## src/sseg_pkg.sv

```systemverilog
// ----------------------------------------------------------------------------
// sseg_pkg
// Shared types, command codes and tables for the seven-segment frame encoder.
// ----------------------------------------------------------------------------
`timescale 1ns / 1ps

package sseg_pkg;

  // Command codes
  localparam logic [2:0] CMD_CLEAR  = 3'd0;
  localparam logic [2:0] CMD_BRIGHT = 3'd1;
  localparam logic [2:0] CMD_DIGIT  = 3'd2;
  localparam logic [2:0] CMD_NUMBER = 3'd3;
  localparam logic [2:0] CMD_TENTHS = 3'd4;

  // Controller bytes
  localparam logic [7:0] BYTE_AUTO_INC = 8'h40;
  localparam logic [7:0] BYTE_ADDR     = 8'hC0;
  localparam logic [7:0] BYTE_BRIGHT   = 8'h88;
  localparam logic [7:0] BYTE_FIXED    = 8'h44;
  localparam logic [7:0] SEG_DOT       = 8'h80;
  localparam logic [7:0] SEG_MINUS     = 8'h40;
  localparam logic [7:0] SEG_E         = 8'h79;
  localparam logic [7:0] SEG_BLANK     = 8'h00;

  localparam logic [2:0] BRIGHT_MAX = 3'd7;
  localparam logic [2:0] POS_MAX    = 3'd3;
  localparam logic [3:0] DIGIT_MAX  = 4'd9;

  localparam int VAL_W = 14;
  localparam logic signed [16:0] COUNT_MAX  = 17'sd9999;
  localparam logic signed [16:0] TENTHS_MAX = 17'sd9999;
  localparam logic signed [16:0] TENTHS_MIN = -17'sd999;

  typedef enum logic [1:0] {
    K_ALL4,    // 0x40, 0xC0, then four segment bytes
    K_SINGLE,  // one byte framed alone
    K_DIGIT,   // one fixed-address digit write
    K_FOUR     // four fixed-address digit writes, places 0..3
  } entry_kind_t;

  typedef struct packed {
    entry_kind_t     kind;
    logic [1:0]      place;
    logic [3:0][7:0] seg;
  } entry_t;

  typedef struct packed {
    logic full;
    logic not_empty;
  } q_status_t;

  typedef enum logic {
    FS_IDLE,
    FS_CONV
  } front_state_t;

  function automatic logic [7:0] seg_of_digit(input logic [3:0] d);
    logic [7:0] s;
    case (d)
      4'd0:    s = 8'h3f;
      4'd1:    s = 8'h06;
      4'd2:    s = 8'h5b;
      4'd3:    s = 8'h4f;
      4'd4:    s = 8'h66;
      4'd5:    s = 8'h6d;
      4'd6:    s = 8'h7d;
      4'd7:    s = 8'h07;
      4'd8:    s = 8'h7f;
      4'd9:    s = 8'h6f;
      default: s = 8'h00;
    endcase
    return s;
  endfunction

  // k times the power of ten for digit step pw (0: thousands .. 2: tens)
  function automatic logic [VAL_W-1:0] pow_multiple(input logic [1:0] pw,
                                                    input logic [3:0] k);
    logic [VAL_W-1:0] p;
    case (pw)
      2'd0:    p = VAL_W'(1000);
      2'd1:    p = VAL_W'(100);
      default: p = VAL_W'(10);
    endcase
    return VAL_W'(p * VAL_W'(k));
  endfunction

endpackage

```

## src/sseg_front.sv

```systemverilog
// ----------------------------------------------------------------------------
// sseg_front
// Accepts display commands, classifies them and converts counts and tenths
// values to segment bytes digit by digit, tens and ones last, busy meanwhile.
// ----------------------------------------------------------------------------
`timescale 1ns / 1ps

module sseg_front (
  input  logic                clk,
  input  logic                rst,
  input  logic                start,
  output logic                busy,
  input  logic [2:0]          cmd,
  input  logic [3:0]          brightness_level,
  input  logic [2:0]          position,
  input  logic [3:0]          digit_value,
  input  logic                dot,
  input  logic signed [16:0]  number,
  input  sseg_pkg::q_status_t q_status,
  output logic                push,
  output sseg_pkg::entry_t    push_data
);
  import sseg_pkg::*;

  front_state_t          state, state_next;
  logic [1:0]            cnt, cnt_next;
  logic [VAL_W-1:0]      rem, rem_next;
  logic [1:0][7:0]       seg_acc, seg_acc_next;
  logic                  neg, neg_next;
  logic                  tenths, tenths_next;

  logic [3:0]            d;
  logic [VAL_W-1:0]      rem_sub;
  logic [3:0]            ones;
  logic [16:0]           num_neg;
  logic [2:0]            lvl;

  // Digit at the current power of ten: the largest k with k*P not above rem
  always_comb begin
    d = 4'd0;
    for (int k = 1; k <= 9; k++) begin
      if (rem >= pow_multiple(cnt, 4'(k))) d = 4'(k);
    end
    rem_sub = rem - pow_multiple(cnt, d);
    ones    = rem_sub[3:0];
  end

  assign num_neg = 17'(-number);
  assign lvl     = (brightness_level > 4'(BRIGHT_MAX)) ? BRIGHT_MAX : brightness_level[2:0];
  assign busy    = (state == FS_CONV) || q_status.full;

  always_ff @(posedge clk) begin
    if (rst) begin
      state <= FS_IDLE;
    end else begin
      state <= state_next;
    end
    cnt     <= cnt_next;
    rem     <= rem_next;
    seg_acc <= seg_acc_next;
    neg     <= neg_next;
    tenths  <= tenths_next;
  end

  always_comb begin
    state_next   = state;
    cnt_next     = cnt;
    rem_next     = rem;
    seg_acc_next = seg_acc;
    neg_next     = neg;
    tenths_next  = tenths;
    push         = 1'b0;
    push_data    = '0;

    unique case (state)
      FS_IDLE: begin
        if (start && !busy) begin
          cnt_next    = 2'd0;
          neg_next    = 1'b0;
          tenths_next = 1'b0;
          unique case (cmd)
            CMD_CLEAR: begin
              push           = 1'b1;
              push_data.kind = K_ALL4;
              push_data.seg  = {4{SEG_BLANK}};
            end
            CMD_BRIGHT: begin
              push             = 1'b1;
              push_data.kind   = K_SINGLE;
              push_data.seg[0] = BYTE_BRIGHT | {5'd0, lvl};
            end
            CMD_DIGIT: begin
              if (position <= POS_MAX && digit_value <= DIGIT_MAX) begin
                push             = 1'b1;
                push_data.kind   = K_DIGIT;
                push_data.place  = position[1:0];
                push_data.seg[0] = seg_of_digit(digit_value) | (dot ? SEG_DOT : 8'h00);
              end
            end
            CMD_NUMBER: begin
              state_next = FS_CONV;
              if (number < 0) begin
                rem_next = '0;
              end else if (number > COUNT_MAX) begin
                rem_next = VAL_W'(COUNT_MAX);
              end else begin
                rem_next = number[VAL_W-1:0];
              end
            end
            CMD_TENTHS: begin
              if (number > TENTHS_MAX || number < TENTHS_MIN) begin
                push           = 1'b1;
                push_data.kind = K_ALL4;
                push_data.seg  = {4{SEG_E}};
              end else begin
                state_next  = FS_CONV;
                tenths_next = 1'b1;
                if (number < 0) begin
                  neg_next = 1'b1;
                  rem_next = num_neg[VAL_W-1:0];
                end else begin
                  rem_next = number[VAL_W-1:0];
                end
              end
            end
            default: begin
              // unknown command: drop
            end
          endcase
        end
      end

      FS_CONV: begin
        rem_next = rem_sub;
        cnt_next = cnt + 2'd1;
        if (cnt != 2'd2) begin
          seg_acc_next[cnt[0]] = seg_of_digit(d);
        end else begin
          state_next       = FS_IDLE;
          push             = 1'b1;
          push_data.kind   = K_FOUR;
          push_data.seg[0] = neg ? SEG_MINUS : seg_acc[0];
          push_data.seg[1] = seg_acc[1];
          push_data.seg[2] = seg_of_digit(d) | (tenths ? SEG_DOT : 8'h00);
          push_data.seg[3] = seg_of_digit(ones);
        end
      end

      default: begin
        state_next = FS_IDLE;
      end
    endcase
  end

endmodule

```

## src/sseg_queue.sv

```systemverilog
// ----------------------------------------------------------------------------
// sseg_queue
// Two-entry queue of classified commands between front and back.
// ----------------------------------------------------------------------------
`timescale 1ns / 1ps

module sseg_queue (
  input  logic                clk,
  input  logic                rst,
  input  logic                push,
  input  sseg_pkg::entry_t    push_data,
  input  logic                pop,
  output sseg_pkg::entry_t    head,
  output sseg_pkg::q_status_t q_status
);
  import sseg_pkg::*;

  entry_t     slots [2];
  logic       wr_ptr, rd_ptr;
  logic [1:0] count;

  always_ff @(posedge clk) begin
    if (rst) begin
      wr_ptr <= 1'b0;
      rd_ptr <= 1'b0;
      count  <= 2'd0;
    end else begin
      if (push) wr_ptr <= ~wr_ptr;
      if (pop)  rd_ptr <= ~rd_ptr;
      count <= count + {1'b0, push} - {1'b0, pop};
    end
    if (push) slots[wr_ptr] <= push_data;
  end

  assign head               = slots[rd_ptr];
  assign q_status.full      = (count == 2'd2);
  assign q_status.not_empty = (count != 2'd0);

endmodule

```

## src/sseg_back.sv

```systemverilog
// ----------------------------------------------------------------------------
// sseg_back
// Byte sequencer: walks the queue head and emits one framed byte per cycle while the queue is not empty.
// ----------------------------------------------------------------------------
`timescale 1ns / 1ps

module sseg_back (
  input  logic                clk,
  input  logic                rst,
  input  sseg_pkg::entry_t    head,
  input  sseg_pkg::q_status_t q_status,
  output logic                pop,
  output logic                valid,
  output logic [7:0]          byte_value,
  output logic                start_before,
  output logic                stop_after,
  output logic                last
);
  import sseg_pkg::*;

  logic [2:0] idx, idx_next;
  logic [1:0] grp, grp_next;
  logic [7:0] b;
  logic       sb, sa, lst;
  logic [1:0] place;
  logic [2:0] seg_idx;

  assign place   = (head.kind == K_DIGIT) ? head.place : grp;
  assign seg_idx = idx - 3'd2;

  always_comb begin
    b        = 8'h00;
    sb       = 1'b0;
    sa       = 1'b0;
    lst      = 1'b0;
    idx_next = idx + 3'd1;
    grp_next = grp;
    unique case (head.kind)
      K_ALL4: begin
        case (idx)
          3'd0:    begin b = BYTE_AUTO_INC; sb = 1'b1; sa = 1'b1; end
          3'd1:    begin b = BYTE_ADDR;     sb = 1'b1;            end
          default: begin
            b   = head.seg[seg_idx[1:0]];
            sa  = (idx == 3'd5);
            lst = (idx == 3'd5);
          end
        endcase
      end
      K_SINGLE: begin
        b   = head.seg[0];
        sb  = 1'b1;
        sa  = 1'b1;
        lst = 1'b1;
      end
      default: begin
        case (idx)
          3'd0:    begin b = BYTE_FIXED; sb = 1'b1; sa = 1'b1; end
          3'd1:    begin b = BYTE_ADDR | {6'd0, place}; sb = 1'b1; end
          default: begin
            b   = (head.kind == K_DIGIT) ? head.seg[0] : head.seg[grp];
            sa  = 1'b1;
            lst = (head.kind == K_DIGIT) || (grp == 2'd3);
            // next digit write
            idx_next = 3'd0;
            grp_next = grp + 2'd1;
          end
        endcase
      end
    endcase
    if (lst) begin
      idx_next = 3'd0;
      grp_next = 2'd0;
    end
  end

  assign pop = q_status.not_empty && lst;

  always_ff @(posedge clk) begin
    if (rst) begin
      idx   <= 3'd0;
      grp   <= 2'd0;
      valid <= 1'b0;
    end else begin
      valid <= q_status.not_empty;
      if (q_status.not_empty) begin
        idx <= idx_next;
        grp <= grp_next;
      end
    end
    byte_value   <= b;
    start_before <= sb;
    stop_after   <= sa;
    last         <= lst;
  end

endmodule

```

## src/seven_segment_frame_encoder_core.sv

```systemverilog
// ----------------------------------------------------------------------------
// seven_segment_frame_encoder_core
// Turns display commands into framed byte sequences for a four-digit
// seven-segment controller chip.
// ----------------------------------------------------------------------------
// A command is taken when start is high and busy is low. Its bytes come out
// one per clock on byte_value, each marked by valid for exactly one cycle,
// with start_before, stop_after and last alongside; the receiver must take
// them as they come. The back sequencer emits one byte per cycle while the
// queue holds a command: 1 byte for brightness, 3 for a digit write, 6 for
// clear or an out-of-range tenths value, 12 for a number or tenths value.
// Numbers and tenths values pass through the front converter digit by digit,
// tens and ones last, with busy high meanwhile; this overlaps with the byte
// output of earlier commands. Busy is also high while the two-entry command
// queue is full. An accepted command is first written into the queue, and
// the back sequencer then registers its first byte together with valid.
// Invalid digit writes and unknown commands produce no bytes.
`timescale 1ns / 1ps

module seven_segment_frame_encoder_core (
  input  logic               clk,
  input  logic               rst,
  input  logic               start,
  output logic               busy,
  input  logic [2:0]         cmd,
  input  logic [3:0]         brightness_level,
  input  logic [2:0]         position,
  input  logic [3:0]         digit_value,
  input  logic               dot,
  input  logic signed [16:0] number,
  output logic               valid,
  output logic [7:0]         byte_value,
  output logic               start_before,
  output logic               stop_after,
  output logic               last
);
  import sseg_pkg::*;

  q_status_t q_status;
  entry_t    push_data;
  entry_t    head;
  logic      push;
  logic      pop;

  sseg_front u_front (
    .clk              (clk),
    .rst              (rst),
    .start            (start),
    .busy             (busy),
    .cmd              (cmd),
    .brightness_level (brightness_level),
    .position         (position),
    .digit_value      (digit_value),
    .dot              (dot),
    .number           (number),
    .q_status         (q_status),
    .push             (push),
    .push_data        (push_data)
  );

  sseg_queue u_queue (
    .clk       (clk),
    .rst       (rst),
    .push      (push),
    .push_data (push_data),
    .pop       (pop),
    .head      (head),
    .q_status  (q_status)
  );

  sseg_back u_back (
    .clk          (clk),
    .rst          (rst),
    .head         (head),
    .q_status     (q_status),
    .pop          (pop),
    .valid        (valid),
    .byte_value   (byte_value),
    .start_before (start_before),
    .stop_after   (stop_after),
    .last         (last)
  );

endmodule
```

## config.mk

```make
export PLATFORM = sky130hd
export DESIGN_NAME = seven_segment_frame_encoder_core
export DESIGN_NICKNAME = d
export VERILOG_FILES = /design/src/sseg_pkg.sv /design/src/sseg_front.sv /design/src/sseg_queue.sv /design/src/sseg_back.sv /design/src/seven_segment_frame_encoder_core.sv
export SDC_FILE = /design/constraint.sdc
export NUM_CORES = 1
export LEC_CHECK = 0
export ABC_AREA = 1
export ABC_CLOCK_PERIOD_IN_PS = 5750
export BUFFER_PORTS_ARGS = -buffer_cell sky130_fd_sc_hd__buf_2
export CAP_MARGIN = 30
export CORE_MARGIN = 1
export CORE_UTILIZATION = 45
export DETAILED_ROUTE_END_ITERATION = 8
export PLACE_DENSITY = 0.71
export REMOVE_ABC_BUFFERS = 1
export SETUP_SLACK_MARGIN = 0.3
export SLEW_MARGIN = 20
export SYNTH_ARGS = -nofsm -noshare
export SYNTH_HDL_FRONTEND = slang
export SYNTH_SLANG_ARGS = --single-unit
```

## constraint.sdc

```tcl
create_clock -name clk -period 5.75 [get_ports clk]
set_input_delay 1.15 -clock clk [delete_from_list [all_inputs] [get_ports clk]]
set_output_delay 1.15 -clock clk [all_outputs]
set_load 0.005 [all_outputs]
```

# Word-level counts from Yosys, hierarchy flattened
# Memories as Yosys holds them, arrays and structs flattened. A register that Yosys moved wholly into a read port is not among the register bits.
# Index checks and enable logic that the tools add are counted.
dict set report word_totals {
  register_bits 56
  mem_bits_rw 72
  rom_bits 448
  in_bits 35
  output_inout_bits 13
  elab_cells 184
  n_memories 5
}
dict set report op_classes {
  n_addsub 8
  mul 6
  magnitude_cmp 19
  eq_ne 17
  n_mux 85
  bitwise_logic 6
  n_reduce_logical 21
}
# memory words word_bits read_ports rd_ports_with_merged_regs write_ports line_no
set mem_list {}
lappend mem_list {{(name not given)} 16 7 1 0 0 sseg_pkg.sv:60} ;# case (d)
lappend mem_list {{(name not given)} 16 7 1 0 0 sseg_pkg.sv:60}
lappend mem_list {{(name not given)} 16 7 1 0 0 sseg_pkg.sv:60}
lappend mem_list {{(name not given)} 16 7 1 0 0 sseg_pkg.sv:60}
lappend mem_list {u_queue.slots 2 36 1 1 1 sseg_queue.sv:18} ;# entry_t slots [2];
# operator count
set ops {}
lappend ops {{two-way mux 8 bit} 16}
lappend ops {{greater-or-equal comparator 14 bit} 5}
lappend ops {{two-way mux 14 bit} 5}
lappend ops {{one-hot mux 32 bit (2 select lines)} 1}
lappend ops {{one-hot mux 14 bit (2 select lines)} 2}
lappend ops {{one-hot mux 8 bit (2 select lines)} 3}
lappend ops {{two-way mux 36 bit} 1}
lappend ops {{binary-select mux 8 bit (select 2 bit)} 2}
lappend ops {{two-way mux 32 bit} 1}
lappend ops {{two-way mux 31 bit} 1}
lappend ops {{multiplier 10 x 3 -> 13 bit (second input constant)} 2}
lappend ops {{multiplier 10 x 2 -> 12 bit (second input constant)} 2}
lappend ops {{two-way mux 3 bit} 8}
lappend ops {{one-hot mux 8 bit (3 select lines)} 1}
lappend ops {{two-way mux 23 bit} 1}
lappend ops {{two-way mux 2 bit} 10}
lappend ops {{one-hot mux 10 bit (2 select lines)} 1}
lappend ops {{> comparator 17 x 15 -> 1 bit (second input constant)} 1}
lappend ops {{< comparator 17 x 1 -> 1 bit (second input constant)} 1}
lappend ops {{< comparator 17 x 11 -> 1 bit (second input constant)} 1}
lappend ops {{two-way mux 1 bit} 17}
lappend ops {{bitwise mux 16 bit} 1}
lappend ops {{bitwise OR 8 bit} 2}
lappend ops {{greater-or-equal comparator 14 x 10 -> 1 bit} 1}
lappend ops {{other kinds (41)} 76}

# Longest topological paths before layout
# An unclocked memory read counts as a cell.
dict set report logic_depth {
  depth_word 18
  depth_mapped 36
  depth_no_buf 36
}

# Modules after synthesis
# A second synthesis with hierarchy kept.
dict set report unflattened {
  hier_cells 1297
  area_unflattened_um2 10655.2
}
# module instances cells_per_inst area_each_um2 seq_area_each_um2
set by_module_without_submodules {}
lappend by_module_without_submodules {sseg_front 1 905 6203.4 980.9}
lappend by_module_without_submodules {sseg_queue 1 143 2975.4 2262.2}
lappend by_module_without_submodules {sseg_back 1 249 1476.4 340.3}

# Worst setup path before layout
# OpenSTA, ideal clock, no wires.
dict set report synth_timing {
  path_type {flip-flop to flip-flop}
  start {reg u_front.cnt[0]}
  end {reg u_front.rem[12], data pin}
  setup_ns 0.270
  t_arrival_ns 5.825
  required_ns 5.480
  slack_ns -0.345
  stages_incl_launch_ff 33
  path_buffers 0
  synth_period_minus_slack_ns 6.095
  path_cell_list {edfxtp_1 ha_1 inv_1 ha_1 inv_1 ha_1 inv_1 nor2_1 nand3_1 nand3_1 nand3_1 nand3_2 nor2_8 nand2_2 nor2_1 inv_1 fa_1 fa_1 inv_1 fa_1 inv_1 ha_1 nand2_1 nor2_1 nor2_1 nand3_1 nand2_1 nand2_1 nand2_1 nand2_1 xor2_1 nor2_1 a31oi_1}
}
dict set report synth_between {
  elab_chain_len 15
  word_cells_on_any_way 29
  classes_between {1 x add/sub; 6 x mul; 9 x order compare; 1 x eq/ne; 11 x mux; 1 x reduce/logical}
}
# item line_no
set synth_rtl {}
lappend synth_rtl {{start, declared} sseg_front.sv:26} ;# logic [1:0] cnt, cnt_next;
lappend synth_rtl {{start signal, assigned} sseg_front.sv:58} ;# cnt <= cnt_next;
lappend synth_rtl {{equality test 2 x 1 -> 1 bit / logical NOT 2 bit (equally long branches)} sseg_pkg.sv:80} ;# case (pw)
lappend synth_rtl {{one-hot mux 10 bit (2 select lines) *} sseg_pkg.sv:80}
lappend synth_rtl {{branches (longest 10 deep; another with greater-or-equal comparator 14 bit)} n/a}
lappend synth_rtl {{multiplier 10 x 4 -> 14 bit *} sseg_pkg.sv:85} ;# return VAL_W'(p * VAL_W'(k));
lappend synth_rtl {{subtractor 14 bit *} sseg_front.sv:44} ;# rem_sub = rem - pow_multiple(cnt, d);
lappend synth_rtl {{one-hot mux 14 bit (2 select lines) *} sseg_front.sv:75} ;# unique case (state)
lappend synth_rtl {{net u_front.rem_next[12]} sseg_front.sv:27} ;# logic [VAL_W-1:0] rem, rem_next;
lappend synth_rtl {{end signal, assigned} sseg_front.sv:59} ;# rem <= rem_next;
lappend synth_rtl {{end, declared} sseg_front.sv:27}
# Mark *: on every way through the listed nets, which the timed path passes.
# A chain may end at the register's enable or synchronous reset.

# Worst setup path in the final report
dict set report layout_timing {
  start {reg u_front.cnt[0]}
  end {reg u_front.rem[11], data pin}
}
# The elaborated chain is that of the path after synthesis.

==> run summary <==
The worst setup path is captured at a flop. The ratio of cells with drive above 1 in the final layout is 0.2220, and the post-detailed-placement half-perimeter wirelength is 20.25 mm. For this design, the sink count on the clock tree is 123.

The post-synthesis cell type count is 59, and the flip-flop and latch count after synthesis is 123. The total non-filler cell area in the finished layout came out at 12400 um^2. The library cell occupying the most area in the post-synthesis netlist was sky130_fd_sc_hd__edfxtp_1. The number of warnings issued by yosys was 0. The net count reported at finish was 1549; the final hold slack was 0.4455 ns.

Detailed-route wire length per cell: 16.29 um. The effective utilization at floorplan is 0.4611, and the power per standard cell area is 498.5 nW/um^2. The transition time of the tightest slew-check pin was 0.8629 ns. The number of max-slew violations in the final report is 0, and the I/O pin total is 48. The tools report the routability congestion estimate as 0.9318. The most numerous cell type found on the critical path is sky130_fd_sc_hd__ha_4. The tools report the via count of the first global-routing pass as 8321.

The worst relative slew slack is 0.4226, and the delay contributed by the slowest stage of the critical path is 0.51 ns. The logs give 11030 um^2 for the cell area after placement and 1672 for the filler-free cell count of the finished design. The number of CTS-inserted buffers is 17. The met2 capacity usage during global routing came out at 0.3948.

The tools report the met1 capacity usage during global routing as 0.3060. The number of enable flip-flop cells after synthesis was 100; the maximum clock path buffer count was 2. The worst supply voltage drop on vdd came out at 0.8236 mV. For the number of cells produced by synthesis, the log shows 1261.

After clock tree synthesis, the flow added hold-fix buffers numbering 0. Among all stages on the critical path, the largest delay is contributed by sky130_fd_sc_hd__fa_1. The final critical-path share of the clock period works out to 0.9433.

Global router's overall resource usage: 0.2392. The core utilization of the finished layout was 0.5665; the overall routed net length was 27.23 mm. The antenna diode instance count is 0. The run gives 0.42 ns as the clock latency of the later-clocked register in the worst-skew pair. The root cell of the clock tree was sky130_fd_sc_hd__clkbuf_16. STA puts the critical path data arrival time at 5.57 ns. The width of the die is 151.8 um. The die is 151.8 um tall.

Met3 usage in global routing: 0.03892. Summed over all cells, the static leakage comes to 0.005499 uW. The run gives 8949 as the total via count after detailed routing. Relative to the synthesized area, the layout overhead comes to 22.86%.

The worst setup path is launched from a flop. met2 is the most crowded layer. For the worst setup path, the data required time is 5.90 ns.

The worst setup path is of the reg -> reg kind. The tools report the part of the total power dissipated in sequential elements as 0.189. The number of hold-slack violations in the final timing report is 0, and the wire length of the first global-routing pass is 42.06 mm. The die covers 23040 um^2. Measured in cells, the most critical reg-to-reg path has a length of 30.

The first routing iteration left 551 violations. Between clock sinks in the finished design, the worst skew comes to 0.01686 ns. The kind of path behind the tightest hold check is reg -> reg. The proportion of total power due to net switching came out at 0.4345. Once detail routing completed, the nets flagged for antenna violations numbered 0. The clock-pin transition on the worst setup and hold timing paths works out to 0.06 ns. For the overall power after layout, the log shows 6183 uW. Counting tap cells, the placed design contains a total of 1623 instances. The logs give 0.3431 for the post-synthesis sequential area ratio and 0 for the total DRC errors in the routed layout. Max-cap violations in this run came to 0. The most used flip-flop cell after synthesis was sky130_fd_sc_hd__edfxtp_1. By area the synthesized netlist is led by sky130_fd_sc_hd__edfxtp_1 30%, sky130_fd_sc_hd__ha_1 14%, sky130_fd_sc_hd__nand2_1 10%, sky130_fd_sc_hd__inv_1 7.0%, sky130_fd_sc_hd__dfxtp_1 4.6%. The number of cells on the worst hold path came out at 1. The first TritonRoute pass finished after 6 iterations. The H-tree was split into 4 levels. The run gives 0 as the number of antenna violations at the first check in global routing. Entering global routing, the biggest net connects 36 pins.

Setup violations remaining at the end of the flow were counted as 0. The logs give 10090 um^2 for the total standard cell area after synthesis and 54 for the number of cell rows. The run finished with clean final reports. The logs give 184.4 MHz for the fmax and 0.177 for the relative contribution of the clock network to total power.

The fraction of synthesis flops using an asynchronous set or reset pin came out at 0. The combinational share of power is 0.635. The core region is 21890 um^2. The internal power of the cells is 3497 uW, and the average instance area after synthesis is 8.005 um^2.

The total overflow left after global routing is 0. The fraction of synthesized cell area taken by the top area cell type is 0.2975, and the maximum fanout encountered on the critical timing path is 5. Setup repair after global routing could not meet its margin everywhere. The final critical-path required period was 5.424 ns; the average vias per placed instance was 5.352. TritonCTS built the clock tree. Count of input and output buffers: 47. The switching component of the power was 2686 uW.
## path summary, 6_finish.rpt
kind / start / endpoint / slack, ns
setup reg to reg: u_front.cnt[0]$_SDFFCE_PN0P_ / u_front.rem[11]$_DFFE_PP_ / 0.33
setup / recovery: u_front.cnt[0]$_SDFFCE_PN0P_ / u_front.rem[11]$_DFFE_PP_ / 0.33
hold reg to reg: u_queue.rd_ptr$_SDFFE_PP0P_ / flop / 0.45
hold / removal: u_queue.rd_ptr$_SDFFE_PP0P_ / flop / 0.45
## worst max-delay path: cells and delay by family, from the launching register on
family,cells,cell delay (ns)
AO/OA/AOI/OAI,6,0.85
adder cells (fa/ha/maj),7,2.45
buffers and inverters,8,0.64
flip-flops,1,0.45
AND/OR/NAND/NOR,9,0.76
## registers in the layout (all words and copies together), names as in the netlist, named ones only
signal,flops
u_queue.slots,68
u_front.tenths,1
u_front.state,1
u_back.idx,3
u_front.seg_acc,14
u_back.grp,2
u_queue.count,2
u_queue.wr_ptr,1
u_back.byte_value,8
u_front.rem,14
u_back.valid,1
u_back.last,1
u_queue.rd_ptr,1
u_front.neg,1
u_back.stop_after,1
u_back.start_before,1
u_front.cnt,2
## area by class of cell
cell class | count | area (um^2)
clock inverters | 13 | 165.2
fillers | 1918 | 9489
inverters | 203 | 777.0
well taps | 280 | 350.3
multi-input cells | 912 | 6385
repair buffers | 122 | 828.3
clock buffers | 19 | 432.9
flip-flops and latches | 123 | 3463
## cells in the final DEF (no fill, tap or decap), drive strengths merged, types with 3 or more instances in the layout
master	count
ha	115
nand4	14
fa	20
mux2i	13
nand3	53
o211ai	21
inv	202
clkinv	9
o31ai	5
a211oi	4
nor3	19
buf	122
edfxtp	100
xnor2	5
o22ai	7
dfxtp	23
nor2	127
clkbuf	19
a21oi	93
a22oi	3
xor2	9
nand2	278
o21a	3
o21ai	86
o2111ai	5
or2	15
a31oi	5
bufinv	3
## synthesized netlist by cell type, types with 5 or more instances
library cell / number
sky130_fd_sc_hd__fa_1: 20
sky130_fd_sc_hd__nand3_1: 47
sky130_fd_sc_hd__xor2_1: 9
sky130_fd_sc_hd__o21ai_1: 6
sky130_fd_sc_hd__xnor2_1: 5
sky130_fd_sc_hd__or2_2: 9
sky130_fd_sc_hd__o211ai_1: 21
sky130_fd_sc_hd__o21ai_0: 76
sky130_fd_sc_hd__o22ai_1: 7
sky130_fd_sc_hd__inv_2: 9
sky130_fd_sc_hd__edfxtp_1: 100
sky130_fd_sc_hd__nand2_2: 6
sky130_fd_sc_hd__nor2_4: 7
sky130_fd_sc_hd__dfxtp_1: 23
sky130_fd_sc_hd__nand4_1: 13
sky130_fd_sc_hd__mux2i_1: 13
sky130_fd_sc_hd__nand2_1: 270
sky130_fd_sc_hd__clkbuf_1: 13
sky130_fd_sc_hd__inv_1: 187
sky130_fd_sc_hd__buf_2: 8
sky130_fd_sc_hd__nor3_1: 19
sky130_fd_sc_hd__o31ai_1: 5
sky130_fd_sc_hd__o2111ai_1: 5
sky130_fd_sc_hd__ha_1: 115
sky130_fd_sc_hd__nand3_2: 5
sky130_fd_sc_hd__a21oi_1: 89
sky130_fd_sc_hd__a31oi_1: 5
sky130_fd_sc_hd__nor2_1: 116
## per-stage QoR
step / worst slack (ns) / TNS, ns
after floorplan: -0.3525 / -1.434
after global placement: 0.03470 / 0
after detailed placement: -0.1492 / -0.3128
after CTS: 0.3022 / 0
after global routing: 0.01616 / 0
final: 0.3258 / 0
## power groups by stage
stage	logic [uW]	clock network, uW	registers, uW
2_1_floorplan	2050	0	1190
3_3_place_gp	3030	0	1180
3_5_place_dp	3060	0	1180
4_1_cts	3390	1090	1160
5_1_grt	4370	1140	1180
6_report	3930	1090	1170
## logic make-up (layout without fill, tap and decap cells)
logic type / after synthesis / in the layout / share of synthesized area
AND/OR/NAND/NOR: 512 / 512 / 0.2263
AO/OA/AOI/OAI: 238 / 238 / 0.1368
buffers and inverters: 226 / 357 / 0.08651
adder cells (fa/ha/maj): 135 / 135 / 0.1822
flip-flops: 123 / 123 / 0.3431
XOR/XNOR: 14 / 14 / 0.01215
multiplexers: 13 / 13 / 0.01289
## metal layers
metal | up-vias | wire length (um)
met5 | - | 0
li1 | 4449 | -
met4 | 0 | 852
met2 | 289 | 13250
met1 | 4156 | 11640
met3 | 55 | 1487
## repair_timing
item                       CTS  global route
buffers inserted             9             8
pin swaps                   17            44
gates resized for setup     55            81
setup endpoints to repair    8            23
(Power assumes the default switching activity.)
